File: src/design/swmv_pkg.sv
// Package for the sliding window mean and variance block.
// Holds payload structs, sizing constants and action codes; no dependencies.
package swmv_pkg;

  localparam int WINDOW_DEFAULT = 32;

  // Action codes for the input transaction.
  localparam logic ACT_PUSH  = 1'b0;
  localparam logic ACT_CLEAR = 1'b1;

  localparam logic [33:0] VAR_MAX = 34'h3_FFFF_FFFF;

  typedef struct packed {
    logic               action;
    logic signed [15:0] sample;
  } swmv_in_t;

  typedef struct packed {
    logic        [5:0]  count;
    logic               window_full;
    logic signed [23:0] mean_value;
    logic        [33:0] variance_value;
    logic        [23:0] std_deviation;
  } swmv_out_t;

endpackage

File: src/design/sliding_window_mean_variance_top.sv
// Sliding window mean, variance and standard deviation, top level.
// Uses swmv_pkg, swmv_mul, swmv_divider and swmv_sqrt.
//
// Usage:
//   Input channel in_valid / in_stall carries swmv_in_t: a push of one signed
//   sample, or a clear of all statistics. Output channel out_valid /
//   out_stall carries one swmv_out_t transaction per input transaction.
//   One item is worked on at a time; in_stall is high from acceptance until
//   its result has been taken.
//   Steps: a push reads the ring and updates the sums, then runs two serial
//   products S*S and n*Q, a 64-bit serial division of n*Q-S*S by n*(n-1)
//   and one for the 16-bit fraction, a 24-bit square root and a 64-bit
//   division for the mean, after which out_valid rises. With one sample
//   held the variance division and square root are skipped; a clear
//   answers on the next cycle.
//   The next input can be taken in the cycle after the result leaves.
//   A stall on the output simply holds the result register.
//   Reset (rst, synchronous) clears the count, sums and control; the ring
//   contents stay undefined until written and are used only once full.
module sliding_window_mean_variance_top
  import swmv_pkg::*;
#(
  parameter int WINDOW = WINDOW_DEFAULT
) (
  input  logic      clk,
  input  logic      rst,
  input  logic      in_valid,
  output logic      in_stall,
  input  swmv_in_t  in_data,
  output logic      out_valid,
  input  logic      out_stall,
  output swmv_out_t out_data
);

  localparam int AW = (WINDOW > 1) ? $clog2(WINDOW) : 1;
  localparam int NW = $clog2(WINDOW + 1);
  localparam int SW = 16 + NW;
  localparam int QW = 30 + NW;
  localparam int DW = 2 * NW;
  localparam int PW = QW + SW;

  typedef enum logic [3:0] {
    S_IDLE, S_READ, S_UPD, S_MSQ, S_MNQ, S_VDIV, S_VFRAC, S_SQRT, S_MDIV, S_OUT
  } state_t;

  state_t state;

  logic signed [15:0] ring [WINDOW];
  logic signed [15:0] old_smp;
  logic signed [15:0] cur_smp;
  logic [AW-1:0]      write_slot;
  logic [NW-1:0]      held_count;
  logic               full_flag;
  logic signed [SW-1:0] running_sum;
  logic [QW-1:0]      running_square_sum;

  logic [63:0] var_num;
  logic [63:0] vq;
  logic [DW-1:0] vr;
  logic [DW-1:0] den;
  logic [33:0] var_q4;
  logic [23:0] sd;
  logic signed [23:0] mean_r;

  // Shared serial units.
  logic        mul_start, mul_done;
  logic [QW-1:0] mul_a;
  logic [SW-1:0] mul_b;
  logic [PW-1:0] mul_p;
  logic        div_start, div_done;
  logic [63:0] div_n;
  logic [DW-1:0] div_d;
  logic [63:0] div_q;
  logic [DW-1:0] div_r;
  logic        sq_start, sq_done;
  logic [47:0] sq_in;
  logic [23:0] sq_root;
  logic [63:0] ss_val;
  logic        mean_neg;
  logic [SW-1:0] abs_sum;

  swmv_mul #(.AW(QW), .BW(SW)) u_mul (
    .clk(clk), .rst(rst), .start(mul_start), .a(mul_a), .b(mul_b),
    .done(mul_done), .prod(mul_p)
  );

  swmv_divider #(.NW(64), .DW(DW)) u_div (
    .clk(clk), .rst(rst), .start(div_start), .numer(div_n), .denom(div_d),
    .done(div_done), .quot(div_q), .rem(div_r)
  );

  swmv_sqrt #(.RW(24)) u_sqrt (
    .clk(clk), .rst(rst), .start(sq_start), .radicand(sq_in),
    .done(sq_done), .root(sq_root)
  );

  assign in_stall = (state != S_IDLE);
  assign abs_sum  = $unsigned(running_sum[SW-1] ? -running_sum : running_sum);

  // Ring read and write in a clocked block.
  always_ff @(posedge clk) begin
    if (state == S_READ) begin
      old_smp <= ring[write_slot];
    end
    if (state == S_UPD) begin
      ring[write_slot] <= cur_smp;
    end
  end

  // Control and datapath sequencing.
  always_ff @(posedge clk) begin
    mul_start <= 1'b0;
    div_start <= 1'b0;
    sq_start  <= 1'b0;
    if (rst) begin
      state              <= S_IDLE;
      out_valid          <= 1'b0;
      write_slot         <= '0;
      held_count         <= '0;
      full_flag          <= 1'b0;
      running_sum        <= '0;
      running_square_sum <= '0;
    end else begin
      unique case (state)
        S_IDLE: begin
          if (in_valid) begin
            cur_smp <= in_data.sample;
            if (in_data.action == ACT_CLEAR) begin
              write_slot         <= '0;
              held_count         <= '0;
              full_flag          <= 1'b0;
              running_sum        <= '0;
              running_square_sum <= '0;
              mean_r             <= '0;
              var_q4             <= '0;
              sd                 <= '0;
              state              <= S_OUT;
              out_valid          <= 1'b1;
            end else begin
              state <= S_READ;
            end
          end
        end
        S_READ: begin
          state <= S_UPD;
        end
        S_UPD: begin
          // Sums stay exact; the square-sum add and subtract fit in QW bits.
          if (full_flag) begin
            running_sum <= running_sum + SW'(cur_smp) - SW'(old_smp);
            running_square_sum <= running_square_sum
                                  + QW'($unsigned(32'(cur_smp) * 32'(cur_smp)))
                                  - QW'($unsigned(32'(old_smp) * 32'(old_smp)));
          end else begin
            running_sum <= running_sum + SW'(cur_smp);
            running_square_sum <= running_square_sum
                                  + QW'($unsigned(32'(cur_smp) * 32'(cur_smp)));
            held_count <= held_count + 1'b1;
            if (32'(held_count) + 1 >= WINDOW) begin
              full_flag <= 1'b1;
            end
          end
          write_slot <= (32'(write_slot) == WINDOW - 1) ? '0 : write_slot + 1'b1;
          state <= S_MSQ;
          mul_start <= 1'b1;
        end
        S_MSQ: begin
          // S*S, then n*Q.
          if (mul_done) begin
            ss_val    <= 64'(mul_p);
            mul_start <= 1'b1;
            state     <= S_MNQ;
          end
        end
        S_MNQ: begin
          if (mul_done) begin
            var_num <= 64'(mul_p) - ss_val;
            den     <= DW'(held_count) * DW'(held_count - 1'b1);
            if (held_count > NW'(1)) begin
              div_start <= 1'b1;
              state     <= S_VDIV;
            end else begin
              var_q4    <= '0;
              sd        <= '0;
              div_start <= 1'b1;
              state     <= S_MDIV;
            end
          end
        end
        S_VDIV: begin
          // Integer quotient; then the 16-bit fraction r*65536/den.
          if (div_done) begin
            vq        <= div_q;
            vr        <= div_r;
            div_start <= 1'b1;
            state     <= S_VFRAC;
          end
        end
        S_VFRAC: begin
          if (div_done) begin
            if (vq[63:30] != '0) begin
              var_q4 <= VAR_MAX;
            end else begin
              var_q4 <= {vq[29:0], div_q[15:12]};
            end
            sq_start <= 1'b1;
            state    <= S_SQRT;
          end
        end
        S_SQRT: begin
          if (sq_done) begin
            sd        <= sq_root;
            div_start <= 1'b1;
            state     <= S_MDIV;
          end
        end
        S_MDIV: begin
          // Mean magnitude |S|*256/n, sign restored, truncation toward zero.
          if (div_done) begin
            mean_r    <= mean_neg ? -div_q[23:0] : div_q[23:0];
            out_valid <= 1'b1;
            state     <= S_OUT;
          end
        end
        S_OUT: begin
          if (!out_stall) begin
            out_valid <= 1'b0;
            state     <= S_IDLE;
          end
        end
        default: state <= S_IDLE;
      endcase
    end
  end

  // Operand selection for the shared units; each unit takes its operands
  // in the first cycle of the state that starts it.
  always_comb begin
    mean_neg = running_sum[SW-1];
    if (state == S_MNQ) begin
      mul_a = running_square_sum;
      mul_b = SW'(held_count);
    end else begin
      mul_a = QW'(abs_sum);
      mul_b = abs_sum;
    end
    if (state == S_VDIV) begin
      div_n = var_num;
      div_d = den;
    end else if (state == S_VFRAC) begin
      div_n = 64'({vr, 16'h0000});
      div_d = den;
    end else begin
      div_n = 64'({abs_sum, 8'h00});
      div_d = DW'(held_count);
    end
    sq_in = {vq[31:0], div_q[15:0]};
  end

  // Result assembly.
  always_comb begin
    out_data.count          = 6'(held_count);
    out_data.window_full    = full_flag;
    out_data.mean_value     = (held_count == '0) ? '0 : mean_r;
    out_data.variance_value = var_q4;
    out_data.std_deviation  = sd;
  end

endmodule

File: src/design/swmv_divider.sv
// Bit-serial restoring divider: one quotient bit per cycle.
// Depends on nothing beyond its own parameters.
module swmv_divider #(
  parameter int NW = 64,
  parameter int DW = 24
) (
  input  logic          clk,
  input  logic          rst,
  input  logic          start,
  input  logic [NW-1:0] numer,
  input  logic [DW-1:0] denom,
  output logic          done,
  output logic [NW-1:0] quot,
  output logic [DW-1:0] rem
);

  localparam int CW = $clog2(NW + 1);

  logic [CW-1:0] cnt;
  logic          busy;
  logic [DW-1:0] den;
  logic [DW:0]   trial;
  logic [DW:0]   diff;

  // One shift-and-subtract step on the partial remainder.
  assign trial = {rem, quot[NW-1]};
  assign diff  = trial - {1'b0, den};

  always_ff @(posedge clk) begin
    done <= 1'b0;
    if (rst) begin
      busy <= 1'b0;
      cnt  <= '0;
    end else if (start) begin
      busy <= 1'b1;
      cnt  <= CW'(NW);
      quot <= numer;
      rem  <= '0;
      den  <= denom;
    end else if (busy) begin
      if (!diff[DW]) begin
        rem  <= diff[DW-1:0];
        quot <= {quot[NW-2:0], 1'b1};
      end else begin
        rem  <= trial[DW-1:0];
        quot <= {quot[NW-2:0], 1'b0};
      end
      cnt <= cnt - 1'b1;
      if (cnt == CW'(1)) begin
        busy <= 1'b0;
        done <= 1'b1;
      end
    end
  end

endmodule

File: src/design/swmv_sqrt.sv
// Digit-by-digit integer square root, one result bit per cycle.
// Depends on nothing beyond its own parameter.
module swmv_sqrt #(
  parameter int RW = 24
) (
  input  logic            clk,
  input  logic            rst,
  input  logic            start,
  input  logic [2*RW-1:0] radicand,
  output logic            done,
  output logic [RW-1:0]   root
);

  localparam int CW = $clog2(RW + 1);

  logic [CW-1:0]   cnt;
  logic            busy;
  logic [2*RW-1:0] rad;
  logic [RW+1:0]   part;
  logic [RW+1:0]   trial;
  logic [RW+1:0]   test;

  // Bring down two radicand bits and try the next root bit.
  assign trial = {part[RW-1:0], rad[2*RW-1:2*RW-2]};
  assign test  = {root, 2'b01};

  always_ff @(posedge clk) begin
    done <= 1'b0;
    if (rst) begin
      busy <= 1'b0;
      cnt  <= '0;
    end else if (start) begin
      busy <= 1'b1;
      cnt  <= CW'(RW);
      rad  <= radicand;
      part <= '0;
      root <= '0;
    end else if (busy) begin
      rad <= {rad[2*RW-3:0], 2'b00};
      if (trial >= test) begin
        part <= trial - test;
        root <= {root[RW-2:0], 1'b1};
      end else begin
        part <= trial;
        root <= {root[RW-2:0], 1'b0};
      end
      cnt <= cnt - 1'b1;
      if (cnt == CW'(1)) begin
        busy <= 1'b0;
        done <= 1'b1;
      end
    end
  end

endmodule

File: src/design/swmv_mul.sv
// Shift-add multiplier, one multiplier bit per cycle.
// Depends on nothing beyond its own parameters.
module swmv_mul #(
  parameter int AW = 40,
  parameter int BW = 24
) (
  input  logic             clk,
  input  logic             rst,
  input  logic             start,
  input  logic [AW-1:0]    a,
  input  logic [BW-1:0]    b,
  output logic             done,
  output logic [AW+BW-1:0] prod
);

  localparam int CW = $clog2(BW + 1);

  logic [CW-1:0]    cnt;
  logic             busy;
  logic [AW+BW-1:0] mcand;
  logic [BW-1:0]    mplier;

  always_ff @(posedge clk) begin
    done <= 1'b0;
    if (rst) begin
      busy <= 1'b0;
      cnt  <= '0;
    end else if (start) begin
      busy   <= 1'b1;
      cnt    <= CW'(BW);
      mcand  <= (AW+BW)'(a);
      mplier <= b;
      prod   <= '0;
    end else if (busy) begin
      // Add the shifted multiplicand where the current bit is set.
      if (mplier[0]) begin
        prod <= prod + mcand;
      end
      mcand  <= {mcand[AW+BW-2:0], 1'b0};
      mplier <= mplier >> 1;
      cnt    <= cnt - 1'b1;
      if (cnt == CW'(1)) begin
        busy <= 1'b0;
        done <= 1'b1;
      end
    end
  end

endmodule

File: config.mk
export PLATFORM = sky130hd
export DESIGN_NAME = sliding_window_mean_variance_top
export DESIGN_NICKNAME = d
export VERILOG_FILES = /design/src/design/swmv_pkg.sv /design/src/design/sliding_window_mean_variance_top.sv /design/src/design/swmv_divider.sv /design/src/design/swmv_sqrt.sv /design/src/design/swmv_mul.sv
export SDC_FILE = /design/constraint.sdc
export NUM_CORES = 2
export LEC_CHECK = 0
export BUFFER_PORTS_ARGS = -buffer_cell sky130_fd_sc_hd__buf_2
export CAP_MARGIN = 20
export CELL_PAD_IN_SITES_DETAIL_PLACEMENT = 2
export CELL_PAD_IN_SITES_GLOBAL_PLACEMENT = 2
export CORE_MARGIN = 1
export CORE_UTILIZATION = 40
export CTS_CLUSTER_SIZE = 20
export DETAILED_ROUTE_END_ITERATION = 10
export PLACE_DENSITY = 0.8
export SYNTH_ARGS = -nofsm -noshare
export SYNTH_HDL_FRONTEND = slang
export SYNTH_SLANG_ARGS = --single-unit
File: constraint.sdc
create_clock -name clk -period 14.9 [get_ports clk]
set_clock_uncertainty 0.1 [all_clocks]
set_input_delay 0.745 -clock clk [delete_from_list [all_inputs] [get_ports clk]]
set_output_delay 0.745 -clock clk [all_outputs]
set_load 0.01 [all_outputs]
Yosys cells after proc, flatten, opt, wreduce, memory -nomap -nowiden:

Memories as Yosys holds them, arrays and structs flattened. A register that Yosys moved wholly into a read port is not among the register bits.
Cells that the tools add are included.

* $add $sub $neg: 17
* $mul: 3
* order comparisons: 3
* eq/ne operators: 24
* muxes and demuxes: 103
* bitwise logic cells: 5
* reduce and logical (&&, ||, !) cells: 36

Operator list (number)
* $mux 24: 11
* $mux 34: 6
* $mux 64: 3
* $mux 36: 5
* $mux 58: 3
* $mux 22: 7
* $pmux 34 s3: 1
* $mux 48: 2
* $pmux 24 s3: 1
* $pmux 36 s2: 1
* $mul 16x16->32: 2
* $sub 58x58->59: 1
* $add 58x58->58: 1
* $mux 12: 4
* $pmux 24 s2: 1
* $pmux 22 s2: 1
* $mux 4: 10
* $pmux 4 s10: 1
* $add 36x32->36: 1
* $sub 36x32->36: 1
* $mux 5: 7
* $reduce_bool 34->1: 1
* $mux 30: 1
* $mux 1: 27
* 45 further kinds: 92

* bits in registers: 731
* bits in writable memories: 512
* input port bits: 21
* output and inout bits: 91
* logic and storage cells: 233
* memories: 1

Memory list
* ring: words 32, width 16, read ports 1, clocked after Yosys merged registers in 1, wr ports 1, line sliding_window_mean_variance_top.sv:48 `logic signed [15:0] ring [WINDOW];`

Longest topological paths before layout:

* depth in word-level cells: 5
* gate-level depth with buffers: 46

Modules after synthesis:

A second synthesis with hierarchy kept.

* cell total of the unflattened synthesis: 7058
* area total of the unflattened synthesis: 81931.1 um^2

Modules (own cells, without submodules)
* sliding_window_mean_variance_top: instances 1, cells each 5332, area each 62123.3 um^2, seq. area each 26485.4 um^2
* swmv_mul: instances 1, cells each 900, area each 9417.8 um^2, seq. area each 4284.1 um^2
* swmv_sqrt: instances 1, cells each 483, area each 5665.4 um^2, seq. area each 3022.9 um^2
* swmv_divider: instances 1, cells each 343, area each 4724.5 um^2, seq. area each 2822.7 um^2

Worst setup path before layout:

OpenSTA, ideal clock, no wires.

* kind: register -> register
* from: register cur_smp[1]
* to: register running_square_sum[35]
* setup time: 0.070 ns
* arrival: 10.113 ns
* required time: 14.730 ns
* setup slack: 4.617 ns
* cell stages (with the launch flop): 41
* clock period less this slack: 10.283 ns
* path through: edfxtp_1 > clkbuf_1 > clkbuf_1 > nand2_1 > fa_1 > fa_1 > fa_1 > inv_1 > fa_1 > fa_1 > inv_1 > fa_1 > inv_1 > ha_1 > a21oi_1 > nor2b_1 > o21ai_0 > nand2b_1 > [... 5 more ...] > a21oi_1 > xnor2_1 > ha_1 > a21o_1 > a21o_1 > a21oi_1 > a21boi_0 > xnor2_1 > ha_1 > nand2_1 > or4_1 > o211a_1 > or3_1 > nand3_1 > a21o_1 > mux2_2 > a211oi_1 > o21bai_1

* cells in the longest elaborated chain, start to end: 5

Ends and longest elaborated chain
* start, declared: line sliding_window_mean_variance_top.sv:50 `logic signed [15:0] cur_smp;`
* start signal, assigned: line sliding_window_mean_variance_top.sv:127 `cur_smp <= in_data.sample;`
* $mul 16x16->32 *: line sliding_window_mean_variance_top.sv:152, sliding_window_mean_variance_top.sv:157
* $add 36x32->36 *: line sliding_window_mean_variance_top.sv:152, sliding_window_mean_variance_top.sv:157
* $sub 36x32->36: line sliding_window_mean_variance_top.sv:153 `- QW'($unsigned(32'(old_smp) * 32'(old_smp)));`
* $mux 36 *: line sliding_window_mean_variance_top.sv:149 `if (full_flag) begin`
* $pmux 36 s2 *: line sliding_window_mean_variance_top.sv:124 `unique case (state)`
* end signal, assigned: line sliding_window_mean_variance_top.sv:151 `running_square_sum <= running_square_sum`
* end signal, assigned: line sliding_window_mean_variance_top.sv:156 `running_square_sum <= running_square_sum`
* end, declared: line sliding_window_mean_variance_top.sv:55 `logic [QW-1:0] running_square_sum;`

Mark *: on every way between the ends. The rest lies on a longest branch, timed or not.
A chain may end at the register's enable or synchronous reset.

Final worst setup path:

* from: register cur_smp[10]
* to: register running_square_sum[35]

The elaborated chain is that of the path after synthesis.

==> metrics.md <==
| Metric | Value |
|---|---|
| Cells after Synth | 6941 |
| CTS H-tree lvls | 4 |
| Post-DRT Antenna Nets | 0 |
| Syn Area/Cell | 11.58 um^2 |
| Crit start category | flip-flop |
| Unrepaired setup endpoints after global routing | false |
| Area of the multi-input gates | 0.03960 mm^2 |
| # port buffers | 111 |
| Die area | 0.2028 mm^2 |
| Drt wl/cell | 26.85 um |
| FF+latch count, synth | 1253 |
| Core area | 0.1997 mm^2 |
| Met1 usage | 0.3131 |
| CP Capture Type | flip-flop |
| Post-synth top flop | edfxtp_1 |
| Most frequent CP cell | fa_1 |
| Fin area | 0.08904 mm^2 |
| Storage element area | 0.03664 mm^2 |
| EDFF count, synth | 1152 |
| Routed wire length | 263.7 mm |
| Final Util | 0.4459 |
| Slew @ Worst Pin | 1.140 ns |
| Met2 usage in global routing | 0.4668 |
| Final setup viols | 0 |
| Crit-path leading delay family | adder cells |
| Met3 GRT Util | 0.03078 |
| Fmax achieved | 85.11 MHz |
| Antenna violations before repair | 6 |
| Worst-case clock buffer depth | 3 |
| Number of max-cap violations | 0 |
| Required time worst endpoint | 15.51 ns |
| Crit path buffers/inverters | 5 |
| Yosys warnings | 0 |
| Synth Cell Area | 0.08040 mm^2 |
| Largest cells by area after synthesis | edfxtp_1, fa_1, ha_1 |
| Max-slew headroom | 0.2372 |
| Gr busiest metal | met2 |
| Min Tclk post-route | 11.75 ns |
| I/O pins | 112 |
| Slowest-stage cell, CP | edfxtp_1 |
| DR pass1 iterations | 9 |
| Clock Sinks | 1253 |
| Largest net degree at the start of global routing | 77 |
| Vias per inst | 5.662 |
| Wire length of the first global-routing pass | 401.6 mm |
| Final hold violation count | 0 |
| Vias in the first global route | 63320 |
| WP data arrival | 12.36 ns |
| Clock slew at reported path FFs | 0.06 ns |
| Initial DRC count | 3338 |
| # nets final | 8052 |
| Max-slew violation count | 0 |
| Layout overhead on the synthesized area | 10.75% |
| CTS tree | built |
| Num CTS Buffers | 142 |
| DRC | 0 |
| Worst skew pair latency | 0.79 ns |
| DIE HEIGHT | 450.3 um |
| Vias | 55610 |
| Setup CP Type | flip-flop to flip-flop |
| Sequential fraction of the synthesis area | 0.4554 |
| Post-DP Area | 0.08424 mm^2 |
| Worst-path maximum fanout | 26 |
| Total GRT Usage | 0.2603 |
| GPL Wtd Cong | 0.8877 |
| Num rows | 164 |
| Final period utilization | 0.7886 |
| CP max stage delay | 1.05 ns |
| Fin Setup TNS | 0 ns |
| Yosys cell types | 102 |
| Syn_nets | 7946 |
| Synth top area share | 0.4303 |
| Ys async rst share | 0 |
| Layout cell share with drive strength beyond 1 | 0.09955 |
| Chip Width | 450.3 um |
| Cell taking the most area after synthesis | edfxtp_1 |
| Min-delay worst type | input port to flip-flop |
| Clock root cell | clkbuf_16 |
| Hpwl dp | 190.4 mm |
| Initial Utilization | 0.4027 |
| Fillers | 20050 |
| Grt ovf | 0 |
| Status | completed |
[layout make-up]
cell class / instances / area share
clock inverter: 78 / 0.009935
multi-input combinational: 4529 / 0.4447
timing repair buffer: 216 / 0.01591
sequential: 1253 / 0.4115
tap: 2656 / 0.03732
clock buffer: 181 / 0.04236
inverter: 905 / 0.03817
antenna: 3 / 0.00008432
[Yosys cell counts (51+ instances only)]
master,n
nor2_1,624
nand3_1,111
mux4_2,128
mux2_2,65
mux2i_1,51
dfxtp_1,101
a21o_1,145
a21oi_1,343
xnor2_1,215
ha_1,484
nor2b_1,81
o21ai_0,204
inv_1,893
edfxtp_1,1152
nand2_1,410
fa_1,500
and2_1,129
nor3_1,83
xor2_1,130
clkbuf_1,217
nand2b_1,75
a22oi_1,81
[layout by cell type (no fill, tap or decap), types with 37 or more instances in the layout]
cell type,n
edfxtp_1,1152
inv_1,892
nor2_1,599
fa_1,500
ha_1,484
nand2_1,410
a21oi_1,343
xnor2_1,215
o21ai_0,204
a21o_1,145
clkbuf_16,144
xor2_1,130
and2_1,129
mux4_2,128
nand3_1,110
buf_2,110
buf_4,99
dfxtp_1,94
a22oi_1,81
nor2b_1,80
nor3_1,78
nand2b_1,75
mux2_2,65
mux2i_1,51
a211oi_1,47
o21a_1,44
nand4_1,42
o21bai_1,42
a31oi_1,39
and3_1,37
[routing by layer]
layer | up-vias | wire [um]
li1 | 24520 | -
met1 | 29180 | 105900
met2 | 1395 | 135400
met3 | 515 | 9927
met4 | 2 | 12480
met5 | - | 13
[worst paths after layout]
| kind | startpoint | slack, ns | to | depth (start not counted) |
|---|---|---|---|---|
| setup / recovery | cur_smp[10]$_DFFE_PP_ | 3.15 | running_square_sum[35]$_SDFFE_PP0P_ | 41 |
| hold / removal | in_data[10] | 0.04 | cur_smp[10]$_DFFE_PP_ | 1 |
| setup reg to reg | cur_smp[10]$_DFFE_PP_ | 3.15 | running_square_sum[35]$_SDFFE_PP0P_ | 41 |
| hold reg to reg | u_div.quot[60]$_DFFE_PP_ | 0.35 | vq[60]$_DFFE_PP_ | 0 |
[flip-flops by register name, summed over array words and instances, names as in the netlist, 16 cells and up]
register            cells
cur_smp                16
mean_r                 24
old_smp                16
ring                  512
running_square_sum     36
running_sum            22
sd                     24
ss_val                 58
u_div.quot             64
u_mul.mcand            58
u_mul.mplier           22
u_mul.prod             58
u_sqrt.part            24
u_sqrt.rad             48
u_sqrt.root            24
var_num                59
var_q4                 34
vq                     64
[what timing repair did]
item | CTS | global route
endpoints found under the setup margin | 0 | 0
buffers inserted | 0 | 0
hold buffers | 1 | 0
resized for setup | 0 | 0
hold endpoints to repair | 1 | 0
[worst register-to-register path, delay by kind of cell, from the launching register on]
| family | cells | cell delay, ns |
|---|---|---|
| adders and majority gates | 9 | 4.23 |
| AOI/OAI and AO/OA | 14 | 2.95 |
| and+or+nand+nor | 10 | 1.89 |
| DFF | 1 | 1.05 |
| buffers and inverters | 5 | 0.78 |
| muxes | 1 | 0.36 |
| xor gates and xnor gates | 2 | 0.32 |
[stage by stage]
step	setup WS, ns	cells	hold slack [ns]
after floorplan	4.617	6941	0.3264
after global placement	3.751	9550	0.3367
after detailed placement	3.199	9551	0.3464
after CTS	3.175	9811	0.005522
after global routing	2.413	9821	0.01537
final	3.150	9821	0.04398
[logic make-up (layout without fill, tap and decap cells)]
kind of cell | Yosys count | in the layout | synth area share
xor gates and xnor gates | 346 | 346 | 0.03786
DFF | 1253 | 1253 | 0.4554
and+or+nand+nor | 1720 | 1720 | 0.1003
adders and majority gates | 984 | 984 | 0.1998
muxes | 244 | 244 | 0.05131
other | 0 | 3 | 0
AOI/OAI and AO/OA | 1235 | 1235 | 0.1010
buffers and inverters | 1159 | 1380 | 0.05435
Power is left out: the tool's default activity adds up to more than one toggle a clock period on the data nets, which glitch-free logic cannot reach.
